===== src/hdl/hml_pkg.sv =====
// Shared types and constants for the HTML markup lexer state tracker.
package hml_pkg;

	typedef enum logic [3:0] {
		ST_NORMAL = 4'd0,
		ST_TAG0   = 4'd1,
		ST_TAG    = 4'd2,
		ST_EQL    = 4'd3,
		ST_QUOTE  = 4'd4,
		ST_DQUOTE = 4'd5,
		ST_VALUE  = 4'd6,
		ST_AMP    = 4'd7,
		ST_CMNT1  = 4'd8,
		ST_CMNT2  = 4'd9,
		ST_CMNT   = 4'd10,
		ST_NCMNT1 = 4'd11,
		ST_NCMNT2 = 4'd12,
		ST_NCMNT3 = 4'd13,
		ST_IRRTAG = 4'd14
	} lex_state_t;

	localparam logic [7:0] CH_LT     = 8'h3C; // '<'
	localparam logic [7:0] CH_AMP    = 8'h26; // '&'
	localparam logic [7:0] CH_BANG   = 8'h21; // '!'
	localparam logic [7:0] CH_GT     = 8'h3E; // '>'
	localparam logic [7:0] CH_EQ     = 8'h3D; // '='
	localparam logic [7:0] CH_DASH   = 8'h2D; // '-'
	localparam logic [7:0] CH_SEMI   = 8'h3B; // ';'
	localparam logic [7:0] CH_HASH   = 8'h23; // '#'
	localparam logic [7:0] CH_USCORE = 8'h5F; // '_'
	localparam logic [7:0] CH_UPPER_D = 8'h44; // 'D'
	localparam logic [7:0] CH_LOWER_D = 8'h64; // 'd'
	localparam logic [7:0] CH_SQUOTE = 8'h27; // '\''
	localparam logic [7:0] CH_DQUOTE = 8'h22; // '"'
	localparam logic [7:0] CH_SPACE  = 8'h20;
	localparam logic [7:0] CH_TAB    = 8'h09;
	localparam logic [7:0] CH_CR     = 8'h0D;

	function automatic logic is_ws(input logic [7:0] c);
		return (c == CH_SPACE) || (c >= CH_TAB && c <= CH_CR);
	endfunction

	function automatic logic is_letter_or_digit(input logic [7:0] c);
		return (c >= 8'h30 && c <= 8'h39) || (c >= 8'h41 && c <= 8'h5A) ||
			(c >= 8'h61 && c <= 8'h7A);
	endfunction

endpackage


===== src/hdl/hml_in_if.sv =====
// Input byte channel: valid/ready handshake with one raw byte per item.
interface hml_in_if;
	logic       valid;
	logic       ready;
	logic [7:0] in_byte;

	modport source (output valid, output in_byte, input ready);
	modport sink   (input valid, input in_byte, output ready);
endinterface


===== src/hdl/hml_out_if.sv =====
// Result channel: valid/ready handshake with text flag and new lexer state.
interface hml_out_if;
	logic       valid;
	logic       ready;
	logic       is_text;
	logic [3:0] new_state;

	modport source (output valid, output is_text, output new_state, input ready);
	modport sink   (input valid, input is_text, input new_state, output ready);
endinterface


===== src/hdl/hml_next.sv =====
// Next-state and text-flag logic of the lexer for one byte.
module hml_next (
	input  hml_pkg::lex_state_t state,
	input  logic [7:0]          c,
	output hml_pkg::lex_state_t next,
	output logic                text
);

	logic in_normal;

	always_comb begin
		next = state;
		unique case (state)
			hml_pkg::ST_TAG0, hml_pkg::ST_TAG: begin
				if (state == hml_pkg::ST_TAG0 && c == hml_pkg::CH_BANG)
					next = hml_pkg::ST_CMNT1;
				else if (c == hml_pkg::CH_GT)
					next = hml_pkg::ST_NORMAL;
				else if (c == hml_pkg::CH_EQ)
					next = hml_pkg::ST_EQL;
				else
					next = hml_pkg::ST_TAG;
			end
			hml_pkg::ST_EQL: begin
				if (c == hml_pkg::CH_DQUOTE)
					next = hml_pkg::ST_DQUOTE;
				else if (c == hml_pkg::CH_SQUOTE)
					next = hml_pkg::ST_QUOTE;
				else if (hml_pkg::is_ws(c))
					next = hml_pkg::ST_EQL;
				else if (c == hml_pkg::CH_GT)
					next = hml_pkg::ST_NORMAL;
				else
					next = hml_pkg::ST_VALUE;
			end
			hml_pkg::ST_QUOTE: begin
				if (c == hml_pkg::CH_SQUOTE)
					next = hml_pkg::ST_TAG;
			end
			hml_pkg::ST_DQUOTE: begin
				if (c == hml_pkg::CH_DQUOTE)
					next = hml_pkg::ST_TAG;
			end
			hml_pkg::ST_VALUE: begin
				if (c == hml_pkg::CH_GT)
					next = hml_pkg::ST_NORMAL;
				else if (hml_pkg::is_ws(c))
					next = hml_pkg::ST_TAG;
			end
			hml_pkg::ST_AMP: begin
				// entity ends on ';' or on anything outside its character set
				if (c == hml_pkg::CH_SEMI || (c != hml_pkg::CH_HASH &&
					c != hml_pkg::CH_USCORE && !hml_pkg::is_letter_or_digit(c)))
					next = hml_pkg::ST_NORMAL;
			end
			hml_pkg::ST_CMNT1: begin
				if (c == hml_pkg::CH_DASH)
					next = hml_pkg::ST_CMNT2;
				else if (c == hml_pkg::CH_GT)
					next = hml_pkg::ST_NORMAL;
				else if (c == hml_pkg::CH_UPPER_D || c == hml_pkg::CH_LOWER_D)
					next = hml_pkg::ST_TAG; // doctype
				else
					next = hml_pkg::ST_IRRTAG;
			end
			hml_pkg::ST_CMNT2: begin
				if (c == hml_pkg::CH_DASH)
					next = hml_pkg::ST_CMNT;
				else if (c == hml_pkg::CH_GT)
					next = hml_pkg::ST_NORMAL;
				else
					next = hml_pkg::ST_IRRTAG;
			end
			hml_pkg::ST_CMNT: begin
				if (c == hml_pkg::CH_DASH)
					next = hml_pkg::ST_NCMNT1;
			end
			hml_pkg::ST_NCMNT1: begin
				if (c == hml_pkg::CH_DASH)
					next = hml_pkg::ST_NCMNT2;
				else
					next = hml_pkg::ST_CMNT;
			end
			hml_pkg::ST_NCMNT2, hml_pkg::ST_NCMNT3: begin
				if (c == hml_pkg::CH_GT)
					next = hml_pkg::ST_NORMAL;
				else if (c == hml_pkg::CH_DASH)
					next = (state == hml_pkg::ST_NCMNT2) ? hml_pkg::ST_NCMNT2
						: hml_pkg::ST_NCMNT1;
				else if (hml_pkg::is_ws(c))
					next = hml_pkg::ST_NCMNT3;
				else
					next = hml_pkg::ST_CMNT;
			end
			hml_pkg::ST_IRRTAG: begin
				if (c == hml_pkg::CH_GT)
					next = hml_pkg::ST_NORMAL;
			end
			default: begin
				// normal text, and the unused code fifteen
				if (c == hml_pkg::CH_LT)
					next = hml_pkg::ST_TAG0;
				else if (c == hml_pkg::CH_AMP)
					next = hml_pkg::ST_AMP;
				else
					next = hml_pkg::ST_NORMAL;
			end
		endcase
	end

	always_comb begin
		in_normal = (state == hml_pkg::ST_NORMAL) || (state == 4'hF);
		text      = in_normal && (c != hml_pkg::CH_LT);
	end

endmodule


===== src/hdl/html_markup_lexer_state.sv =====
// Top level of the HTML markup lexer state tracker.
// One byte is taken per item and one result item comes out per byte, with the
// text flag and the lexer state after that byte. A byte is registered on
// entry, runs through the next-state logic against the current lexer state
// and lands in the result register; a new byte is taken every cycle while
// the result side keeps up. The lexer state is a single 4-bit register that
// advances when a byte moves into the result register; reset puts it in
// normal text.
module html_markup_lexer_state (
	input  logic          clk,
	input  logic          arst_n,
	hml_in_if.sink        stream,
	hml_out_if.source     result
);

	logic                v_s1;
	logic [7:0]          byte_s1;
	logic                v_s2;
	logic                text_s2;
	hml_pkg::lex_state_t state_q;
	hml_pkg::lex_state_t next;
	logic                text;
	logic                adv1;

	assign adv1         = v_s1 && (result.ready || !v_s2);
	assign stream.ready = !v_s1 || adv1;

	hml_next u_next (
		.state (state_q),
		.c     (byte_s1),
		.next  (next),
		.text  (text)
	);

	always_ff @(posedge clk or negedge arst_n) begin
		if (!arst_n) begin
			v_s1    <= 1'b0;
			v_s2    <= 1'b0;
			state_q <= hml_pkg::ST_NORMAL;
		end else begin
			if (stream.ready)
				v_s1 <= stream.valid;
			if (adv1) begin
				v_s2    <= 1'b1;
				state_q <= next;
			end else if (result.ready) begin
				v_s2 <= 1'b0;
			end
		end
	end

	always_ff @(posedge clk) begin
		if (stream.ready && stream.valid)
			byte_s1 <= stream.in_byte;
	end

	always_ff @(posedge clk) begin
		if (adv1)
			text_s2 <= text;
	end

	assign result.valid     = v_s2;
	assign result.is_text   = text_s2;
	assign result.new_state = state_q;

`ifndef NO_ASSERTIONS
	// a text byte leaves the lexer in normal text or in an entity
	a_text_state: assert property (@(posedge clk) disable iff (!arst_n)
		(result.valid && result.is_text) |->
		(state_q == hml_pkg::ST_NORMAL || state_q == hml_pkg::ST_AMP))
		else $error("text byte with markup state");

	// input stalls only when both stages are full and the result is held
	a_stall: assert property (@(posedge clk) disable iff (!arst_n)
		!stream.ready |-> (v_s1 && v_s2 && !result.ready))
		else $error("input stalled with room in pipeline");

	// state register only moves when a new result is loaded
	a_state_hold: assert property (@(posedge clk) disable iff (!arst_n)
		!$past(adv1) |-> $stable(state_q))
		else $error("lexer state changed without an item");

	// the unused state code never appears
	a_no_code15: assert property (@(posedge clk) disable iff (!arst_n)
		result.valid |-> (result.new_state != 4'hF))
		else $error("unused lexer state code");
`endif

endmodule


===== src/flat_wrapper.sv =====
// flat-port wrapper written by rule: the top's interface ports become plain ports
module html_markup_lexer_state_flat 
  (clk, arst_n, stream_valid, stream_in_byte, stream_ready, result_valid, result_is_text, result_new_state, result_ready);
  hml_in_if stream_i ();
  hml_out_if result_i ();
  input  logic clk;
  input  logic arst_n;
  input wire logic [$bits(stream_i.valid)-1:0] stream_valid;
  input wire logic [$bits(stream_i.in_byte)-1:0] stream_in_byte;
  output wire logic [$bits(stream_i.ready)-1:0] stream_ready;
  output wire logic [$bits(result_i.valid)-1:0] result_valid;
  output wire logic [$bits(result_i.is_text)-1:0] result_is_text;
  output wire logic [$bits(result_i.new_state)-1:0] result_new_state;
  input wire logic [$bits(result_i.ready)-1:0] result_ready;
  assign stream_i.valid = stream_valid;
  assign stream_i.in_byte = stream_in_byte;
  assign stream_ready = stream_i.ready;
  assign result_valid = result_i.valid;
  assign result_is_text = result_i.is_text;
  assign result_new_state = result_i.new_state;
  assign result_i.ready = result_ready;
  html_markup_lexer_state u_core (.clk(clk), .arst_n(arst_n), .stream(stream_i), .result(result_i));
endmodule

===== config.mk =====
export PLATFORM = sky130hd
export DESIGN_NAME = html_markup_lexer_state_flat
export DESIGN_NICKNAME = d
export VERILOG_FILES = /design/src/hdl/hml_pkg.sv /design/src/hdl/hml_in_if.sv /design/src/hdl/hml_out_if.sv /design/src/hdl/hml_next.sv /design/src/hdl/html_markup_lexer_state.sv /design/src/flat_wrapper.sv
export SDC_FILE = /design/constraint.sdc
export NUM_CORES = 1
export LEC_CHECK = 0
export ABC_AREA = 1
export BUFFER_PORTS_ARGS = -buffer_cell sky130_fd_sc_hd__buf_2
export CORE_MARGIN = 8
export CORE_UTILIZATION = 30
export CTS_CLUSTER_SIZE = 14
export DETAILED_ROUTE_END_ITERATION = 10
export HOLD_SLACK_MARGIN = 0.12
export SYNTH_ARGS = -nofsm -noshare
export SYNTH_HDL_FRONTEND = slang
export SYNTH_SLANG_ARGS = --single-unit

===== constraint.sdc =====
create_clock -name clk -period 1.8 [get_ports clk]
set_input_delay 0.18 -clock clk [delete_from_list [all_inputs] [get_ports clk]]
set_output_delay 0.18 -clock clk [all_outputs]
set_load 0.02 [all_outputs]

==> results of run 1 <==
logic make-up after synthesis:
group	share of synthesized area
simple gates	0.545
flops	0.316
compound gates	0.0537
buf+inv	0.0847
area by class of cell:
cell class                 instances  area [sq um]  share of cell area
clock buffer                       4          45.0              0.0266
inverter                          28           105              0.0620
multi-input combinational        175           811               0.479
sequential                        15           420               0.248
tap                               52          65.1              0.0384
timing repair buffer              36           248               0.146
repair_timing:
action                                  4_1_cts  5_1_grt
hold buffers                                  8        1
resized for setup                             0        7
endpoints found under the hold margin        13        1
endpoints found under the setup margin        0        4
setup buffers                                 0        4
final timing paths:
| path | from | endpoint | slack (ps) |
|---|---|---|---|
| hold / removal | stream_valid | u_core.v_s1$_DFFE_PN0N_ | 170 |
| min in group asynchronous | arst_n | u_core.result.valid$_DFFE_PN0P_ | 290 |
| max in group asynchronous | arst_n | u_core.result.new_state[3]$_DFFE_PN0P_ | 1370 |
| setup / recovery | u_core.byte_s1[7]$_DFFE_PP_ | u_core.result.new_state[1]$_DFFE_PN0P_ | 80 |
| hold reg to reg | u_core.v_s1$_DFFE_PN0N_ | u_core.result.valid$_DFFE_PN0P_ | 490 |
| setup reg to reg | u_core.byte_s1[7]$_DFFE_PP_ | u_core.result.new_state[1]$_DFFE_PN0P_ | 80 |
synth_stat cells (3+ instances only):
cell type	count	share of area
nand4_1	5	0.024
nor2_1	51	0.14
a21oi_1	5	0.019
nand3_1	16	0.060
nand2_2	3	0.014
inv_1	25	0.071
inv_2	3	0.0085
dfrtp_1	6	0.11
edfxtp_1	9	0.20
nand2_1	77	0.22
critical path, delay by kind of cell, from the launching register on:
kind | cells | cell delay [ps]
AND/OR/NAND/NOR | 8 | 920
flip-flops | 1 | 450
buffers and inverters | 2 | 260
flip-flops by register name, indices dropped and copies added, names as in the netlist:
register                 count
u_core.byte_s1               8
u_core.v_s1                  1
u_core.result.valid          1
u_core.result.is_text        1
u_core.result.new_state      4
layout by cell type, fill, tap and decap left out:
master,count
nand2_4,2
nand4_1,5
nor2_8,1
buf_4,9
a31oi_1,1
edfxtp_1,9
nor3_1,2
nor2_1,48
a21oi_1,5
inv_1,24
nand3_1,16
dlygate4sd3_1,9
and2_1,2
nand2_2,6
buf_2,18
clkbuf_1,1
a21oi_4,1
inv_2,4
o2111ai_1,1
o21ai_0,2
clkbuf_8,3
dfrtp_1,6
nor2_4,2
nand3_2,2
o21ai_1,1
nand2_1,74
nor2_2,4
routing by layer:
| metal | vias to the layer above | global-route usage | routed length, um |
|---|---|---|---|
| met2 | 42 | 0.172 | 1640 |
| met3 | 6 | 0.0119 | 157 |
| met5 | - | 0 | 0 |
| li1 | 760 | - | - |
| met4 | 0 | 0.0431 | 48 |
| met1 | 637 | 0.130 | 1580 |
power groups by stage:
stage	registers, mW	clock network [mW]	logic (mW)
after floorplan	0.543	0	0.420
after global placement	0.500	0	0.697
after detailed placement	0.499	0	0.691
after CTS	0.493	0.271	0.708
after global routing	0.510	0.287	0.817
final	0.493	0.264	0.721
stage by stage:
step	util	hold slack, ps	total power, mW	instances	area [sq um]
detailed placement	0.350	9.74	1.19	293	1510
floorplan	-	-116	0.963	219	1330
finish	0.392	165	1.48	310	1690
global placement	0.350	9.71	1.20	293	1510
global route	0.392	184	1.61	310	1690
CTS	0.379	120	1.47	305	1640
==> flow_summary_export.csv, run 1 <==
group,metric,value,unit
synth,async_flop_share,0.400,
worst_setup_path,worstPathMaxFanout,7,
grt,grt_max_degree,9,
worst_setup_path,crit_type,"register to register",
floorplan,die_h,82.6,um
grt,grt-ovfl-total,0,
sta,fin_skew,1.94,ps
grt,grt_pass1_vias,1318,
job,drv_cap,0,
pwr,swShare,0.424,
synth,synth_warnings,0,
sta,fmax,0.580,GHz
grt,antenna_found_initial,0,
sta,max-slew-margin-rel,0.803,
cts,root_buffer,"clkbuf_8",
grt,grt_pass1_wl,5.64,mm
synth,synth_seq_area_share,0.316,
pwr,vdd_drop_max,0.593,mV
detailed_routing,wl_per_cell,11.0,um
sta,post-route-worst-setup-slack,76.0,ps
floorplan,fp.dieArea,0.00681,sq mm
synth,synthCells,219,
sta,finalSetupViolCount,0,
cts,ctsHtreeMaxLevel,1,
floorplan,core-area,0.00432,sq mm
hold_path,hold_path_class,"input port to register",
sta,finalMaxSlewViolations,0,
synth,avgSynthCellArea,6.07,sq um
synth,synthFlopType,"edfxtp_1",
layout,syn2layout_area_growth,27.5,%
pwr,p_int,0.852,mW
detailed_routing,viasPerCell,4.66,
cts,cts_tree,"built",
cts,clk_pin_slew_worst_paths,60,ps
place,gp_congestion,0.910,
floorplan,num_io_pins,19,
synth,synth_edf_count,9,
pwr,clockPowerShare,0.179,
floorplan,die_w,82.6,um
pwr,p_sw,0.626,mW
detailed_routing,ant_nets,0,
sta,totalNegativeSetupSlack,0,ps
layout,num-fill-cells,492,
layout,drive_above_1_share,0.202,
floorplan,start_util,0.307,
cts,cts_buffers,3,
detailed_routing,drt-total-wl,3.42,mm
cts,clock_path_buffers,2,
sta,fin_crit,1720,ps
detailed_routing,drc,0,
synth,synth_seq_cells,15,
detailed_routing,first_iter_violations,59,
pwr,p_leak,0.877,nW
grt,grtUsageTotal,0.103,
pwr,seq_power_share,0.334,
synth,synth_cell_types,23,
worst_setup_path,critPathMostFrequentCell,"nand2_1",
pwr,comb_power_share,0.487,
sta,timing.final.crit_share,0.958,
place,io_buffers,18,
worst_setup_path,critical_path.endpoint_type,"register",
detailed_routing,vias,1445,
worst_setup_path,cp-start-kind,"register",
detailed_routing,dr.pass1.iters,4,
floorplan,rows,24,
worst_setup_path,crit_chain,"inv_2, nand2_2, buf_4, nor2_8, nand3_2, and2_1, nand2_1, nand4_1, nand2_1, nand2_1",
layout,nets,271,
sta,tightest_slew,294,ps
worst_setup_path,reg2regPathDepth,10,
place,pre_cts_ws,96.1,ps
worst_setup_path,critPathRequiredTime,1930,ps
sta,hold_viol,0,
place,hpwl,2.69,mm
layout,antenna-diode-count,0,
synth,syn_area,0.00133,sq mm
outcome,status,"finished, final reports clean",
pwr,powerDensity,873,mW/mm^2
worst_setup_path,max_stage_delay,450,ps
worst_setup_path,cp_slowest_cell,"edfxtp_1",
cts,clock_latency,240,ps
hold_path,worstHoldPathCells,3,
cts,cts.sinks,15,
worst_setup_path,cp.arrival,1860,ps
synth,synth_fp_nets,231,
(Power assumes the default switching activity.)
==> run 2: changes to the inputs <==
- clock period: 1.8 -> 1.9 ns (I/O delays scaled with it)
==> run 2 against run 1 <==
Combinational power decreased by 11%. Sequential share of layout area increased by 0.83 points. Register-to-register slack improved by 160 ps. Clock power decreased by 5%. Wire length decreased by 3.3%. Critical endpoint is now u_core.result.new_state[0]$_DFFE_PN0P_.
==> flow_summary_export.csv, run 2 (synthesis gave the netlist of run 1 again) <==
group,metric,value,unit
layout,regMostFlops,"u_core.byte_s1",
sta,hold_slack,175,ps
pwr,total_power,1.37,mW
worst_setup_path,cp_slowest_cell,"edfxtp_1",
layout,finalCoreUtilization,0.379,
layout,nets,265,
grt,grt_pass1_vias,1384,
pwr,swShare,0.431,
worst_setup_path,critPathMostFrequentCell,"nand2_1",
sta,totalNegativeSetupSlack,0,ps
pwr,seq_power_share,0.350,
cts,clock_latency,240,ps
detailed_routing,ant_nets,0,
layout,num-fill-cells,486,
layout,drive_above_1_share,0.163,
floorplan,start_util,0.307,
worst_setup_path,critPathRequiredTime,2040,ps
pwr,vdd_drop_max,0.472,mV
worst_setup_path,reg2regPathDepth,10,
floorplan,die_h,82.6,um
detailed_routing,dr.pass1.iters,4,
worst_setup_path,worstPathMaxFanout,6,
outcome,status,"finished, final reports clean",
cts,clk_pin_slew_worst_paths,60,ps
cts,cts_setup_buffers,0,
cts,cts.sinks,15,
grt,grt_max_degree,9,
detailed_routing,drt-total-wl,3.31,mm
cts,ctsHtreeMaxLevel,1,
pwr,p_leak,0.849,nW
layout,postLayoutCellArea,0.00164,sq mm
sta,fmax,0.600,GHz
sta,timing.final.crit_share,0.877,
grt,antenna_found_initial,0,
detailed_routing,drc,0,
floorplan,fp.dieArea,0.00681,sq mm
place,hpwl,2.72,mm
detailed_routing,drt-met1-wl,1.58,mm
worst_setup_path,cp-start-kind,"register",
sta,max-slew-margin-rel,0.769,
sta,finalMaxSlewViolations,0,
detailed_routing,wl_per_cell,10.9,um
layout,syn2layout_area_growth,23.4,%
grt,grt-ovfl-total,0,
worst_setup_path,crit_type,"register to register",
worst_setup_path,crit_chain,"nor2_1, nand2_1, nor2_1, nand2_1, nand3_1, nand3_2, inv_2, nand2_2, nand2_1, nand2_1",
place,io_buffers,18,
detailed_routing,viasPerCell,4.69,
place,placed_area,0.00150,sq mm
sta,finalSetupViolCount,0,
pwr,powerDensity,836,mW/mm^2
sta,fin_crit,1670,ps
floorplan,core-area,0.00432,sq mm
pwr,p_sw,0.591,mW
place,gp_congestion,0.960,
sta,rsz0062_at_grt,"no",
floorplan,num_io_pins,19,
pwr,clockPowerShare,0.183,
hold_path,worstHoldPathCells,3,
grt,grt_pass1_wl,5.89,mm
sta,tightest_slew,343,ps
detailed_routing,wl_met2,1.53,mm
floorplan,rows,24,
grt,grtUsageTotal,0.107,
job,drv_cap,0,
detailed_routing,vias,1426,
hold_path,hold_path_class,"input port to register",
detailed_routing,dr_wl_met3,140,um
detailed_routing,top_layer,"met4",
worst_setup_path,critical_path.endpoint_type,"register",
cts,cts_tree,"built",
layout,final_common_cell,"nand2_1",
floorplan,die_w,82.6,um
pwr,p_int,0.779,mW
pwr,comb_power_share,0.467,
layout,antenna-diode-count,0,
detailed_routing,first_iter_violations,110,
layout,layout_common_cells,"nand2_1 (76), nor2_1 (50), inv_1 (25), buf_2 (18), nand3_1 (16)",
worst_setup_path,max_stage_delay,420,ps
worst_setup_path,reg2reg_slack,230,ps
cts,clock_path_buffers,2,
sta,fin_skew,3.69,ps
cts,root_buffer,"clkbuf_8",
worst_setup_path,cp.arrival,1800,ps
cts,cts_buffers,3,
sta,hold_viol,0,
layout,largest_reg_flops,8,
[run 2: timing repair]
action / CTS / global route
gates resized for setup: 0 / 2
endpoints found under the setup margin: 0 / 2
hold buffers: 8 / 1
hold endpoints to repair: 13 / 1
[run 2: area by class of cell]
type                    count  area (sq um)  share of cell area
inverters                  28           105              0.0641
well taps                  52          65.1              0.0397
clock buffers               4          45.0              0.0275
flip-flops and latches     15           420               0.256
multi-input cells         175           801               0.489
repair buffers             30           203               0.124
[run 2: layer usage]
| layer | GRT usage | up-vias |
|---|---|---|
| li1 | - | 754 |
| met1 | 0.136 | 621 |
| met2 | 0.172 | 43 |
| met3 | 0.0173 | 8 |
| met4 | 0.0534 | 0 |
| met5 | 0 | - |
[run 2: critical path, delay by kind of cell, from the launching register on]
family	cells	cell delay, ps
AND/OR/NAND/NOR	9	1060
flip-flops	1	420
buffers and inverters	1	70
[run 2: stage by stage]
| step | setup WS, ps | cells |
|---|---|---|
| 2_1_floorplan | 430 | 219 |
| 3_3_place_gp | 201 | 291 |
| 3_5_place_dp | 209 | 291 |
| 4_1_cts | 204 | 303 |
| 5_1_grt | 4.84 | 304 |
| 6_report | 234 | 304 |
[run 2: path summary, 6_finish.rpt]
path / to / startpoint
setup / recovery: u_core.result.new_state[0]$_DFFE_PN0P_ / u_core.byte_s1[7]$_DFFE_PP_
hold reg to reg: u_core.result.valid$_DFFE_PN0P_ / u_core.v_s1$_DFFE_PN0N_
hold / removal: u_core.v_s1$_DFFE_PN0N_ / stream_valid
max in group asynchronous: u_core.result.new_state[3]$_DFFE_PN0P_ / arst_n
setup reg to reg: u_core.result.new_state[0]$_DFFE_PN0P_ / u_core.byte_s1[7]$_DFFE_PP_
min in group asynchronous: u_core.v_s1$_DFFE_PN0N_ / arst_n
[run 2: power groups by stage]
stage          sequential (mW)  clock, mW  combinational [mW]
2_1_floorplan            0.514          0               0.398
3_3_place_gp             0.484          0               0.633
3_5_place_dp             0.484          0               0.621
4_1_cts                  0.478      0.264               0.637
5_1_grt                  0.494      0.270               0.721
6_report                 0.480      0.250               0.640
